$ cat src/sta_pkg.sv
// ----------------------------------------------------------------------------
// Scancode translator package
// Types, scancode and character constants, and the US keymap tables for the
// translator modules.
// ----------------------------------------------------------------------------
`default_nettype none

package sta_pkg;

   typedef logic [7:0] scancode_type;
   typedef logic [6:0] char_type;
   typedef logic [2:0] seq_len_type;
   typedef logic [1:0] seq_idx_type;

   localparam int unsigned SeqDepth = 4;

   typedef struct packed {
      char_type [SeqDepth-1:0] chars;
      seq_len_type             len;
   } seq_type;

   typedef struct packed {
      seq_type seq;
      logic    shift_held;
      logic    ctrl_held;
   } dec_type;

   localparam scancode_type SC_LSHIFT_MAKE  = 8'h2A;
   localparam scancode_type SC_RSHIFT_MAKE  = 8'h36;
   localparam scancode_type SC_LSHIFT_BREAK = 8'hAA;
   localparam scancode_type SC_RSHIFT_BREAK = 8'hB6;
   localparam scancode_type SC_CTRL_MAKE    = 8'h1D;
   localparam scancode_type SC_CTRL_BREAK   = 8'h9D;
   localparam scancode_type SC_UP           = 8'h48;
   localparam scancode_type SC_DOWN         = 8'h50;
   localparam scancode_type SC_LEFT         = 8'h4B;
   localparam scancode_type SC_RIGHT        = 8'h4D;
   localparam scancode_type SC_HOME         = 8'h47;
   localparam scancode_type SC_END          = 8'h4F;
   localparam scancode_type SC_DELETE       = 8'h53;
   localparam scancode_type SC_KEY_C        = 8'h2E;
   localparam scancode_type SC_KEY_D        = 8'h20;
   localparam scancode_type SC_KEY_L        = 8'h26;

   localparam int unsigned ShiftRomDepth = 58;

   localparam char_type CH_NUL     = 7'h00;
   localparam char_type CH_ETX     = 7'h03;
   localparam char_type CH_EOT     = 7'h04;
   localparam char_type CH_FF      = 7'h0C;
   localparam char_type CH_ESC     = 7'h1B;
   localparam char_type CH_LBRACK  = 7'h5B;
   localparam char_type CH_THREE   = 7'h33;
   localparam char_type CH_TILDE   = 7'h7E;
   localparam char_type CH_UPPER_A = 7'h41;
   localparam char_type CH_UPPER_B = 7'h42;
   localparam char_type CH_UPPER_C = 7'h43;
   localparam char_type CH_UPPER_D = 7'h44;
   localparam char_type CH_UPPER_F = 7'h46;
   localparam char_type CH_UPPER_H = 7'h48;

   function automatic char_type plain_char(input logic [6:0] idx);
      char_type c;
      unique case (idx)
         7'd1:  c = 7'h1B;
         7'd2:  c = 7'h31;
         7'd3:  c = 7'h32;
         7'd4:  c = 7'h33;
         7'd5:  c = 7'h34;
         7'd6:  c = 7'h35;
         7'd7:  c = 7'h36;
         7'd8:  c = 7'h37;
         7'd9:  c = 7'h38;
         7'd10: c = 7'h39;
         7'd11: c = 7'h30;
         7'd12: c = 7'h2D;
         7'd13: c = 7'h3D;
         7'd14: c = 7'h08;
         7'd15: c = 7'h09;
         7'd16: c = 7'h71;
         7'd17: c = 7'h77;
         7'd18: c = 7'h65;
         7'd19: c = 7'h72;
         7'd20: c = 7'h74;
         7'd21: c = 7'h79;
         7'd22: c = 7'h75;
         7'd23: c = 7'h69;
         7'd24: c = 7'h6F;
         7'd25: c = 7'h70;
         7'd26: c = 7'h5B;
         7'd27: c = 7'h5D;
         7'd28: c = 7'h0A;
         7'd30: c = 7'h61;
         7'd31: c = 7'h73;
         7'd32: c = 7'h64;
         7'd33: c = 7'h66;
         7'd34: c = 7'h67;
         7'd35: c = 7'h68;
         7'd36: c = 7'h6A;
         7'd37: c = 7'h6B;
         7'd38: c = 7'h6C;
         7'd39: c = 7'h3B;
         7'd40: c = 7'h27;
         7'd41: c = 7'h60;
         7'd43: c = 7'h5C;
         7'd44: c = 7'h7A;
         7'd45: c = 7'h78;
         7'd46: c = 7'h63;
         7'd47: c = 7'h76;
         7'd48: c = 7'h62;
         7'd49: c = 7'h6E;
         7'd50: c = 7'h6D;
         7'd51: c = 7'h2C;
         7'd52: c = 7'h2E;
         7'd53: c = 7'h2F;
         7'd55: c = 7'h2A;
         7'd57: c = 7'h20;
         7'd74: c = 7'h2D;
         7'd78: c = 7'h2B;
         default: c = CH_NUL;
      endcase
      return c;
   endfunction

   function automatic char_type shift_char(input logic [5:0] idx);
      char_type c;
      unique case (idx)
         6'd1:  c = 7'h1B;
         6'd2:  c = 7'h21;
         6'd3:  c = 7'h40;
         6'd4:  c = 7'h23;
         6'd5:  c = 7'h24;
         6'd6:  c = 7'h25;
         6'd7:  c = 7'h5E;
         6'd8:  c = 7'h26;
         6'd9:  c = 7'h2A;
         6'd10: c = 7'h28;
         6'd11: c = 7'h29;
         6'd12: c = 7'h5F;
         6'd13: c = 7'h2B;
         6'd14: c = 7'h08;
         6'd15: c = 7'h09;
         6'd16: c = 7'h51;
         6'd17: c = 7'h57;
         6'd18: c = 7'h45;
         6'd19: c = 7'h52;
         6'd20: c = 7'h54;
         6'd21: c = 7'h59;
         6'd22: c = 7'h55;
         6'd23: c = 7'h49;
         6'd24: c = 7'h4F;
         6'd25: c = 7'h50;
         6'd26: c = 7'h7B;
         6'd27: c = 7'h7D;
         6'd28: c = 7'h0A;
         6'd30: c = 7'h41;
         6'd31: c = 7'h53;
         6'd32: c = 7'h44;
         6'd33: c = 7'h46;
         6'd34: c = 7'h47;
         6'd35: c = 7'h48;
         6'd36: c = 7'h4A;
         6'd37: c = 7'h4B;
         6'd38: c = 7'h4C;
         6'd39: c = 7'h3A;
         6'd40: c = 7'h22;
         6'd41: c = 7'h7E;
         6'd43: c = 7'h7C;
         6'd44: c = 7'h5A;
         6'd45: c = 7'h58;
         6'd46: c = 7'h43;
         6'd47: c = 7'h56;
         6'd48: c = 7'h42;
         6'd49: c = 7'h4E;
         6'd50: c = 7'h4D;
         6'd51: c = 7'h3C;
         6'd52: c = 7'h3E;
         6'd53: c = 7'h3F;
         6'd55: c = 7'h2A;
         6'd57: c = 7'h20;
         default: c = CH_NUL;
      endcase
      return c;
   endfunction

endpackage

`default_nettype wire

$ cat src/sta_if.sv
// ----------------------------------------------------------------------------
// Scancode translator channels
// Valid/ready channels for scancode requests and character responses.
// ----------------------------------------------------------------------------
`default_nettype none

interface sta_req_if;
   logic                  valid;
   logic                  ready;
   sta_pkg::scancode_type scancode;

   modport source (output valid, output scancode, input ready);
   modport sink   (input valid, input scancode, output ready);
endinterface

interface sta_rsp_if;
   logic              valid;
   logic              ready;
   sta_pkg::char_type char_code;
   logic              last;

   modport source (output valid, output char_code, output last, input ready);
   modport sink   (input valid, input char_code, input last, output ready);
endinterface

`default_nettype wire

$ cat src/sta_decode.sv
// ----------------------------------------------------------------------------
// Scancode decoder
// Maps one registered scancode and the modifier flags to a character sequence
// of up to four characters and the updated modifier flags.
// ----------------------------------------------------------------------------
`default_nettype none

module sta_decode (
   input  sta_pkg::scancode_type scancode,
   input  logic                  shift_held,
   input  logic                  ctrl_held,
   output sta_pkg::dec_type      dec
);

   sta_pkg::char_type table_char;

   always_comb begin
      if (shift_held) begin
         table_char = (scancode < 8'(sta_pkg::ShiftRomDepth))
                    ? sta_pkg::shift_char(scancode[5:0]) : sta_pkg::CH_NUL;
      end else begin
         table_char = sta_pkg::plain_char(scancode[6:0]);
      end
   end

   always_comb begin
      dec.shift_held = shift_held;
      dec.ctrl_held  = ctrl_held;
      dec.seq.chars  = '0;
      dec.seq.len    = 3'd0;
      dec.seq.chars[0] = sta_pkg::CH_ESC;
      dec.seq.chars[1] = sta_pkg::CH_LBRACK;
      unique case (scancode)
         sta_pkg::SC_LSHIFT_MAKE, sta_pkg::SC_RSHIFT_MAKE:   dec.shift_held = 1'b1;
         sta_pkg::SC_LSHIFT_BREAK, sta_pkg::SC_RSHIFT_BREAK: dec.shift_held = 1'b0;
         sta_pkg::SC_CTRL_MAKE:  dec.ctrl_held = 1'b1;
         sta_pkg::SC_CTRL_BREAK: dec.ctrl_held = 1'b0;
         sta_pkg::SC_UP: begin
            dec.seq.chars[2] = sta_pkg::CH_UPPER_A;
            dec.seq.len      = 3'd3;
         end
         sta_pkg::SC_DOWN: begin
            dec.seq.chars[2] = sta_pkg::CH_UPPER_B;
            dec.seq.len      = 3'd3;
         end
         sta_pkg::SC_LEFT: begin
            dec.seq.chars[2] = sta_pkg::CH_UPPER_D;
            dec.seq.len      = 3'd3;
         end
         sta_pkg::SC_RIGHT: begin
            dec.seq.chars[2] = sta_pkg::CH_UPPER_C;
            dec.seq.len      = 3'd3;
         end
         sta_pkg::SC_HOME: begin
            dec.seq.chars[2] = sta_pkg::CH_UPPER_H;
            dec.seq.len      = 3'd3;
         end
         sta_pkg::SC_END: begin
            dec.seq.chars[2] = sta_pkg::CH_UPPER_F;
            dec.seq.len      = 3'd3;
         end
         sta_pkg::SC_DELETE: begin
            dec.seq.chars[2] = sta_pkg::CH_THREE;
            dec.seq.chars[3] = sta_pkg::CH_TILDE;
            dec.seq.len      = 3'd4;
         end
         default: begin
            if (!scancode[7]) begin
               if (ctrl_held && scancode == sta_pkg::SC_KEY_C) begin
                  dec.seq.chars[0] = sta_pkg::CH_ETX;
                  dec.seq.len      = 3'd1;
               end else if (ctrl_held && scancode == sta_pkg::SC_KEY_D) begin
                  dec.seq.chars[0] = sta_pkg::CH_EOT;
                  dec.seq.len      = 3'd1;
               end else if (ctrl_held && scancode == sta_pkg::SC_KEY_L) begin
                  dec.seq.chars[0] = sta_pkg::CH_FF;
                  dec.seq.len      = 3'd1;
               end else if (table_char != sta_pkg::CH_NUL) begin
                  dec.seq.chars[0] = table_char;
                  dec.seq.len      = 3'd1;
               end
            end
         end
      endcase
   end

endmodule

`default_nettype wire

$ cat src/sta_sequencer.sv
// ----------------------------------------------------------------------------
// Response sequencer
// Holds one decoded character sequence and sends it one beat per character,
// flagging the final character.
// ----------------------------------------------------------------------------
`default_nettype none

module sta_sequencer (
   input  logic                clock,
   input  logic                reset,
   input  logic                load,
   input  sta_pkg::seq_type    seq,
   output logic                free,
   sta_rsp_if.source           rsp
);

   sta_pkg::char_type [sta_pkg::SeqDepth-1:0] chars_ff, chars_in;
   sta_pkg::seq_len_type                      len_ff, len_in;
   sta_pkg::seq_idx_type                      idx_ff, idx_in;
   logic                                      busy_ff, busy_in;
   logic                                      is_last;
   logic                                      beat;

   assign is_last       = (3'({1'b0, idx_ff}) + 3'd1) == len_ff;
   assign beat          = busy_ff && rsp.ready;
   assign free          = !busy_ff || (beat && is_last);
   assign rsp.valid     = busy_ff;
   assign rsp.char_code = chars_ff[idx_ff];
   assign rsp.last      = is_last;

   always_comb begin
      chars_in = chars_ff;
      len_in   = len_ff;
      idx_in   = idx_ff;
      busy_in  = busy_ff;
      if (load && free) begin
         chars_in = seq.chars;
         len_in   = seq.len;
         idx_in   = '0;
         busy_in  = 1'b1;
      end else if (beat) begin
         if (is_last) begin
            busy_in = 1'b0;
         end else begin
            idx_in = idx_ff + 2'd1;
         end
      end
   end

   always_ff @(posedge clock) begin
      if (reset) begin
         busy_ff <= 1'b0;
         idx_ff  <= '0;
      end else begin
         busy_ff <= busy_in;
         idx_ff  <= idx_in;
      end
      chars_ff <= chars_in;
      len_ff   <= len_in;
   end

endmodule

`default_nettype wire

$ cat src/scancode_to_ascii_translator.sv
// A scancode is registered on acceptance, then decoded and loaded into
// the response register once that is free, and its first character is offered.
// Throughput: one scancode per cycle while the response register is free; a
// scancode producing n characters holds it for n beats (up to four, set by escapes).
// Reset clears the shift and ctrl flags and empties both registers.
// ----------------------------------------------------------------------------
// Scancode to ASCII translator
// Set-1 keyboard scancodes in, US-layout ASCII characters and ANSI cursor
// sequences out.
// ----------------------------------------------------------------------------
`default_nettype none

module scancode_to_ascii_translator (
   input  logic      clock,
   input  logic      reset,
   sta_req_if.sink   req_chan,
   sta_rsp_if.source rsp_chan
);

   sta_pkg::scancode_type sc_ff, sc_in;
   logic                  sc_valid_ff, sc_valid_in;
   logic                  shift_ff, shift_in;
   logic                  ctrl_ff, ctrl_in;
   sta_pkg::dec_type      dec;
   logic                  seq_free;
   logic                  advance;
   logic                  load;

   sta_decode u_decode (
      .scancode   (sc_ff),
      .shift_held (shift_ff),
      .ctrl_held  (ctrl_ff),
      .dec        (dec)
   );

   sta_sequencer u_sequencer (
      .clock (clock),
      .reset (reset),
      .load  (load),
      .seq   (dec.seq),
      .free  (seq_free),
      .rsp   (rsp_chan)
   );

   assign advance        = sc_valid_ff && (dec.seq.len == 3'd0 || seq_free);
   assign load           = advance && dec.seq.len != 3'd0;
   assign req_chan.ready = !sc_valid_ff || advance;

   always_comb begin
      sc_in       = sc_ff;
      sc_valid_in = sc_valid_ff;
      shift_in    = shift_ff;
      ctrl_in     = ctrl_ff;
      if (advance) begin
         shift_in    = dec.shift_held;
         ctrl_in     = dec.ctrl_held;
         sc_valid_in = 1'b0;
      end
      if (req_chan.valid && req_chan.ready) begin
         sc_in       = req_chan.scancode;
         sc_valid_in = 1'b1;
      end
   end

   always_ff @(posedge clock) begin
      if (reset) begin
         sc_valid_ff <= 1'b0;
         shift_ff    <= 1'b0;
         ctrl_ff     <= 1'b0;
      end else begin
         sc_valid_ff <= sc_valid_in;
         shift_ff    <= shift_in;
         ctrl_ff     <= ctrl_in;
      end
      sc_ff <= sc_in;
   end

   a_shift_make_sets_flag : assert property (@(posedge clock) disable iff (reset)
      (advance && (sc_ff == sta_pkg::SC_LSHIFT_MAKE || sc_ff == sta_pkg::SC_RSHIFT_MAKE))
      |=> shift_ff)
      else $error("Shift make did not set the shift flag.");

   a_load_only_when_free : assert property (@(posedge clock) disable iff (reset)
      load |-> (!rsp_chan.valid || (rsp_chan.ready && rsp_chan.last)))
      else $error("Sequence loaded over an unfinished response.");

   a_load_gives_beat : assert property (@(posedge clock) disable iff (reset)
      load |=> rsp_chan.valid)
      else $error("Loaded sequence not offered on the response channel.");

   a_ready_when_empty : assert property (@(posedge clock) disable iff (reset)
      !sc_valid_ff |-> req_chan.ready)
      else $error("Empty input register refused a beat.");

endmodule

`default_nettype wire

$ cat src/flat_wrapper.sv
// flat-port wrapper written by rule: the top's interface ports become plain ports
module scancode_to_ascii_translator_flat 
  (clock, reset, req_chan_valid, req_chan_scancode, req_chan_ready, rsp_chan_valid, rsp_chan_char_code, rsp_chan_last, rsp_chan_ready);
  sta_req_if req_chan_i ();
  sta_rsp_if rsp_chan_i ();
  input  logic clock;
  input  logic reset;
  input wire logic [$bits(req_chan_i.valid)-1:0] req_chan_valid;
  input wire logic [$bits(req_chan_i.scancode)-1:0] req_chan_scancode;
  output wire logic [$bits(req_chan_i.ready)-1:0] req_chan_ready;
  output wire logic [$bits(rsp_chan_i.valid)-1:0] rsp_chan_valid;
  output wire logic [$bits(rsp_chan_i.char_code)-1:0] rsp_chan_char_code;
  output wire logic [$bits(rsp_chan_i.last)-1:0] rsp_chan_last;
  input wire logic [$bits(rsp_chan_i.ready)-1:0] rsp_chan_ready;
  assign req_chan_i.valid = req_chan_valid;
  assign req_chan_i.scancode = req_chan_scancode;
  assign req_chan_ready = req_chan_i.ready;
  assign rsp_chan_valid = rsp_chan_i.valid;
  assign rsp_chan_char_code = rsp_chan_i.char_code;
  assign rsp_chan_last = rsp_chan_i.last;
  assign rsp_chan_i.ready = rsp_chan_ready;
  scancode_to_ascii_translator u_core (.clock(clock), .reset(reset), .req_chan(req_chan_i), .rsp_chan(rsp_chan_i));
endmodule
$ cat config.mk
export PLATFORM = sky130hd
export DESIGN_NAME = scancode_to_ascii_translator_flat
export DESIGN_NICKNAME = d
export VERILOG_FILES = /design/src/sta_pkg.sv /design/src/sta_if.sv /design/src/sta_decode.sv /design/src/sta_sequencer.sv /design/src/scancode_to_ascii_translator.sv /design/src/flat_wrapper.sv
export SDC_FILE = /design/constraint.sdc
export NUM_CORES = 1
export LEC_CHECK = 0
export BUFFER_PORTS_ARGS = -buffer_cell sky130_fd_sc_hd__buf_2
export CAP_MARGIN = 15
export CORE_ASPECT_RATIO = 1.1
export CORE_MARGIN = 1.5
export CORE_UTILIZATION = 50
export DETAILED_ROUTE_END_ITERATION = 10
export GPL_TIMING_DRIVEN = 0
export PLACE_DENSITY = 0.68
export RECOVER_POWER = 100
export SKIP_CTS_REPAIR_TIMING = 1
export SYNTH_ARGS = -nofsm -noshare
export SYNTH_HDL_FRONTEND = slang
export SYNTH_HIERARCHICAL = 1
export SYNTH_SLANG_ARGS = --single-unit
$ cat constraint.sdc
create_clock -name clock -period 6.6 [get_ports clock]
set_clock_uncertainty 0.05 [all_clocks]
set_input_delay 0.99 -clock clock [delete_from_list [all_inputs] [get_ports clock]]
set_output_delay 0.99 -clock clock [all_outputs]
set_load 0.02 [all_outputs]
# After elaboration in Yosys (flattened, before gate mapping)
# Memory sizes are Yosys's and may differ from the RTL's. A register that Yosys moved wholly into a read port is not among the register bits.
# Index checks and enable logic that the tools add are counted.
dict set report classes {
  muxes 21
  n_lt_le_gt_ge 2
  reduce_logical 34
  bitwise_logic 2
  div 0
  n_shift 0
  n_addsub 2
  n_eq_ne 17
  n_mul 0
}
# op count
set ops {}
lappend ops {{8-bit by 7-bit equality test with 1-bit output, second input constant} 7}
lappend ops {{7-bit one-hot mux with 7 select lines} 1}
lappend ops {{8-bit by 6-bit equality test with 1-bit output, second input constant} 5}
lappend ops {{7-bit 2-to-1 mux} 5}
lappend ops {{8-bit 2-to-1 mux} 4}
lappend ops {{8-bit equality test, second input constant} 3}
lappend ops {{18-bit OR reduction} 1}
lappend ops {{15-bit OR reduction} 1}
lappend ops {{7-bit binary-select mux with 2-bit select} 1}
lappend ops {{14-bit OR reduction} 1}
lappend ops {{6-bit OR reduction} 2}
lappend ops {{2-bit nonzero test} 5}
lappend ops {{1-bit logical AND} 9}
lappend ops {{3-bit one-hot mux with 3 select lines} 1}
lappend ops {{8-bit by 5-bit equality test with 1-bit output, second input constant} 1}
lappend ops {{8-bit by 6-bit less-than comparator with 1-bit output, second input constant} 1}
lappend ops {{2-bit AND reduction} 4}
lappend ops {{7-bit nonzero test} 1}
lappend ops {{6-bit 2-to-1 mux} 1}
lappend ops {{2-bit OR reduction} 3}
lappend ops {{1-bit 2-to-1 mux} 5}
lappend ops {{1-bit one-hot mux with 2 select lines} 2}
lappend ops {{2-bit by 1-bit adder with 3-bit output, second input constant} 1}
lappend ops {{3-bit equality test} 1}
lappend ops {{8 further kinds} 12}
dict set report word_totals {
  wordCells 92
  n_memories 2
  out_inout_bits 10
  reg_bits 38
  input_bits 12
  mem_bits_rw 0
  latch_bits 0
  rom_bits 1344
}
# name depth width read_ports rd_ports_with_merged_regs wr line
set mem_list {}
lappend mem_list {{(name not given)} 128 7 1 1 0 sta_pkg.sv:64} ;# unique case (idx)
lappend mem_list {{(name not given)} 64 7 1 1 0 sta_pkg.sv:127} ;# unique case (idx)

# Depth between registers and ports, before layout
dict set report logic_depth {
  depth_word 17
  ltp_mapped 17
  depth_no_buf 14
}

# By module
# Netlist, hierarchy kept.
# module seq_area_each_um2 area_per_inst_um2 cells_per_inst instances
set modules_own_cells {}
lappend modules_own_cells {sta_decode 0.0 1978.1 304 1}
lappend modules_own_cells {sta_sequencer 991.0 1343.8 58 1}
lappend modules_own_cells {scancode_to_ascii_translator 300.3 404.1 24 1}

# Least setup slack after synthesis
# OpenSTA, ideal clock, no wires.
dict set report synth_path {
  kind {reg-to-output}
  start {reg u_core.sc_ff[1]}
  end {out req_chan_ready}
  n_path_buf 2
  t_arrival_ns 2.891
  slack_ns 2.669
  required_ns 5.560
  path_stages_with_launch 14
  cell_sequence {edfxtp_1 > buf_2 > inv_1 > ha_1 > clkbuf_1 > nor2_1 > o311ai_1 > a21oi_1 > a2111oi_0 > o2bb2ai_1 > nand4_1 > a21o_1 > nor3_2 > or3b_4}
}
# element line
set synth_lines {}
lappend synth_lines {{start: declaration} scancode_to_ascii_translator.sv:20} ;# sta_pkg::scancode_type sc_ff, sc_in;
lappend synth_lines {{start signal: assignment} scancode_to_ascii_translator.sv:75} ;# sc_ff <= sc_in;
lappend synth_lines {{end: declaration} flat_wrapper.sv:10} ;# output wire logic [$bits(req_chan_i.ready)-1:0] req_chan_ready;

==> impl_metrics.tcl <==
set metrics [dict create \
    outcome "finished with violations" \
    violations "DRC" \
    slew_headroom_pct 36.10 \
    synth-xor-area-share_pct 1.914 \
    area_delta_synth_final_pct 8.361 \
    grt_use_met1_pct 34.06 \
    die_x_um 85.31 \
    arrival_ns 4.81 \
    finalSetupViolCount 0 \
    synth_area_leaders "edfxtp_1 (31%), ha_1 (4.7%), buf_4 (4.0%)" \
    yosysSeqAreaShare_pct 34.65 \
    coreArea_um2 7127 \
    crit_top_cell "clkbuf_1" \
    clkSinkCount 45 \
    fmax_mhz 171.0 \
    use_met3_pct 4.943 \
    met2_usage_pct 46.36 \
    yosys_warnings 6 \
    holdPathStages 2 \
    required_ns 5.56 \
    hold_end "u_core/shift_ff$_SDFFE_PP0P_" \
    critPathTopFamily "compound AO/OA/AOI/OAI gates" \
    fin_crit_ns 5.847 \
    antenna_found_initial 0 \
    min_path_type "flop to flop" \
    cts_buffer_depth 2 \
    hold_start "u_core/shift_ff$_SDFFE_PP0P_" \
    synth_edf_count 39 \
    netlist_instances 386 \
    layout-drive-gt1-share_pct 17.10 \
    place_inst 498 \
    crit_buf_inv 4 \
    cts-root-buf "clkbuf_8" \
    cts_tree "yes" \
    synth_top_area_cell "edfxtp_1" \
    r2r.worst_path.cells 15 \
    crit_slowest_cell "o32ai_1" \
    drc 2 \
    clk_pin_slew_worst_paths_ns 0.09 \
    grtUsageTotal_pct 27.79 \
    crit_type "flop to output pin" \
    wl_per_cell_um 21.40 \
    final_cells 506 \
    yosys.area_share.simple_pct 19.48 \
    fp-row-count 32 \
    clkLatencyLatePin_ns 0.30 \
    dr.pass1.iters 8 \
    layout_commonest_cell "edfxtp_1" \
    maxCapViolCount 0 \
    cellPowerDensity_nw_per_um2 175.8 \
    cp-startpoint "u_core/sc_ff[1]$_DFFE_PP_" \
    drt_iter0_markers 259 \
    fin_nets 446 \
    rsz0062_at_grt "false" \
    dieHeight_um 93.54 \
    n_antenna_cell 0 \
    syn_area_um2 3726 \
    first_global_vias 3076 \
    worstMarginPinSlew_ns 0.9564 \
    vdd_ir_drop_max_uv 114.0 \
    h-tree-depth 2 \
    gp_congestion 1.009 \
    cp-end-kind "output pin" \
    synth_fa_ha_area_share_pct 4.701 \
    r2r_slack_ns 1.35 \
    regArea_um2 1291 \
    fillCellCount 659 \
    synth_compound_gate_area_share_pct 23.10 \
    ys.flop_type "edfxtp_1" \
    synth_top_family_by_area "compound AO/OA/AOI/OAI gates" \
    io_pins 22 \
    routed-via-count 3324 \
    avgSynthCellArea_um2 9.653 \
    post_drt_via_cell_ratio 6.569 \
    p_leak_uw 0.001520 \
    overflow 0 \
    grt-busiest-layer "met2" \
    worstPathCellList "clkbuf_1, inv_1, ha_1, clkbuf_1, xor2_1, o221ai_1, nor3_1, o32ai_1, o221a_1, nand4_1, a21o_1, nor3_2, or3b_1, clkbuf_1" \
    port_buffers 21 \
    grt_pass1_wl_um 16770 \
    finalSetupTns_ns 0 \
    detail-route-antenna-nets 0 \
    critPathLaunchType "flop" \
    multi_input_area_um2 2112 \
    slew_viol_final 0 \
    async_reset_ff_share_pct 0 \
    routed_wl_um 10830 \
    r2r_start "u_core/sc_ff[1]$_DFFE_PP_" \
    dp_hpwl_um 8016 \
    max_stage_delay_ns 0.62 \
    yosys.area.top_type_share_pct 31.43 \
    ys_ff_latch 45 \
    final_cell_mix "edfxtp_1 (39), nand2b_1 (24), a21oi_1 (24)" \
    start_util_pct 52.28 \
    period_share_pct 88.59 \
    grt_max_degree 34 \
    critPathMaxFanout 10 \
    ys_types 75 \
    worstReg2RegEnd "u_core/u_sequencer/chars_ff[8]$_DFFE_PP_" \
    dieArea_um2 7980 \
    synth_mux_area_share_pct 7.186 \
    hold_viol 0 \
    cts_made_buffers 5 \
]
-- metal layers --
layer | part of all wire [%] | wire (um)
met1 | 38 | 4161
met2 | 46 | 4969
met4 | 6.0 | 655
met5 | 0 | 0
met3 | 9.6 | 1043
-- metrics by stage --
stage                     cell area, um^2  hold WS [ns]  total power, uW  setup WS, ns  util [%]
after CTS                            4080        0.4316            710.6         1.481     57.25
after global routing                 4038        0.4593            735.5        0.4975     56.65
final                                4038        0.4256            709.9        0.7534     56.65
after floorplan                      3749        0.3968            449.7         2.669         -
after global placement               3960        0.4105            495.7         1.790     55.57
after detailed placement             3960        0.4165            495.0         1.831     55.57
-- where the power goes --
part | switching [uW] | internal (uW)
combinational | 106 | 60.8
sequential | 6.68 | 320
clock | 93.8 | 123
-- how the worst max path moves through the flow --
stage / endpoint / slack, ns / cells past startpoint
finish: req_chan_ready / 0.75 / 14
global route: req_chan_ready / 0.50 / 14
CTS: req_chan_ready / 1.48 / 14
detailed placement: req_chan_ready / 1.83 / 14
global placement: req_chan_ready / 1.79 / 14
floorplan: req_chan_ready / 2.67 / 13
-- logic make-up after synthesis --
group / count (synthesis)
compound gates: 114
xor+xnor: 6
fa+ha+maj: 14
buf+inv: 59
flops: 45
mux: 16
other cells: 2
simple gates: 130
-- synthesized netlist by cell type, drive strengths merged (4+ instances only) --
cell     n
a211oi   4
a21o     5
a21oi   26
a31oi    6
and2     8
buf     34
clkbuf   9
dfxtp    6
edfxtp  39
ha      14
inv     16
mux2i    8
mux4     7
nand2   22
nand2b  24
nand3   11
nor2    23
nor2b   10
nor3    10
o211ai   6
o21ai   17
o22ai    4
o31ai    4
-- worst register-to-register path, delay by kind of cell, from the launching register on --
kind,cells,cell delay (ns)
compound gates,5,1.64
flops,1,0.60
simple gates,5,0.98
buf+inv,3,1.15
fa+ha+maj,1,0.34
xor+xnor,1,0.14
-- registers in the layout, indices dropped and copies added (netlist names) --
signal and flops:
u_core/u_sequencer/chars_ff 28, u_core/u_sequencer/idx_ff 2, u_core/shift_ff 1, u_core/sc_valid_ff 1, u_core/u_sequencer/len_ff 3, u_core/sc_ff 8
u_core/ctrl_ff 1, u_core/u_sequencer/rsp.valid 1
-- final cells by class --
cell class | count | share of cell area [%]
repair buffers | 21 | 2.324
clock buffers | 6 | 2.045
well taps | 85 | 2.634
inverters | 16 | 1.487
multi-input cells | 288 | 52.31
flip-flops and latches | 45 | 31.98
plain buffers | 43 | 6.291
clock inverters | 2 | 0.9297
Power figures use the tool's default switching activity.
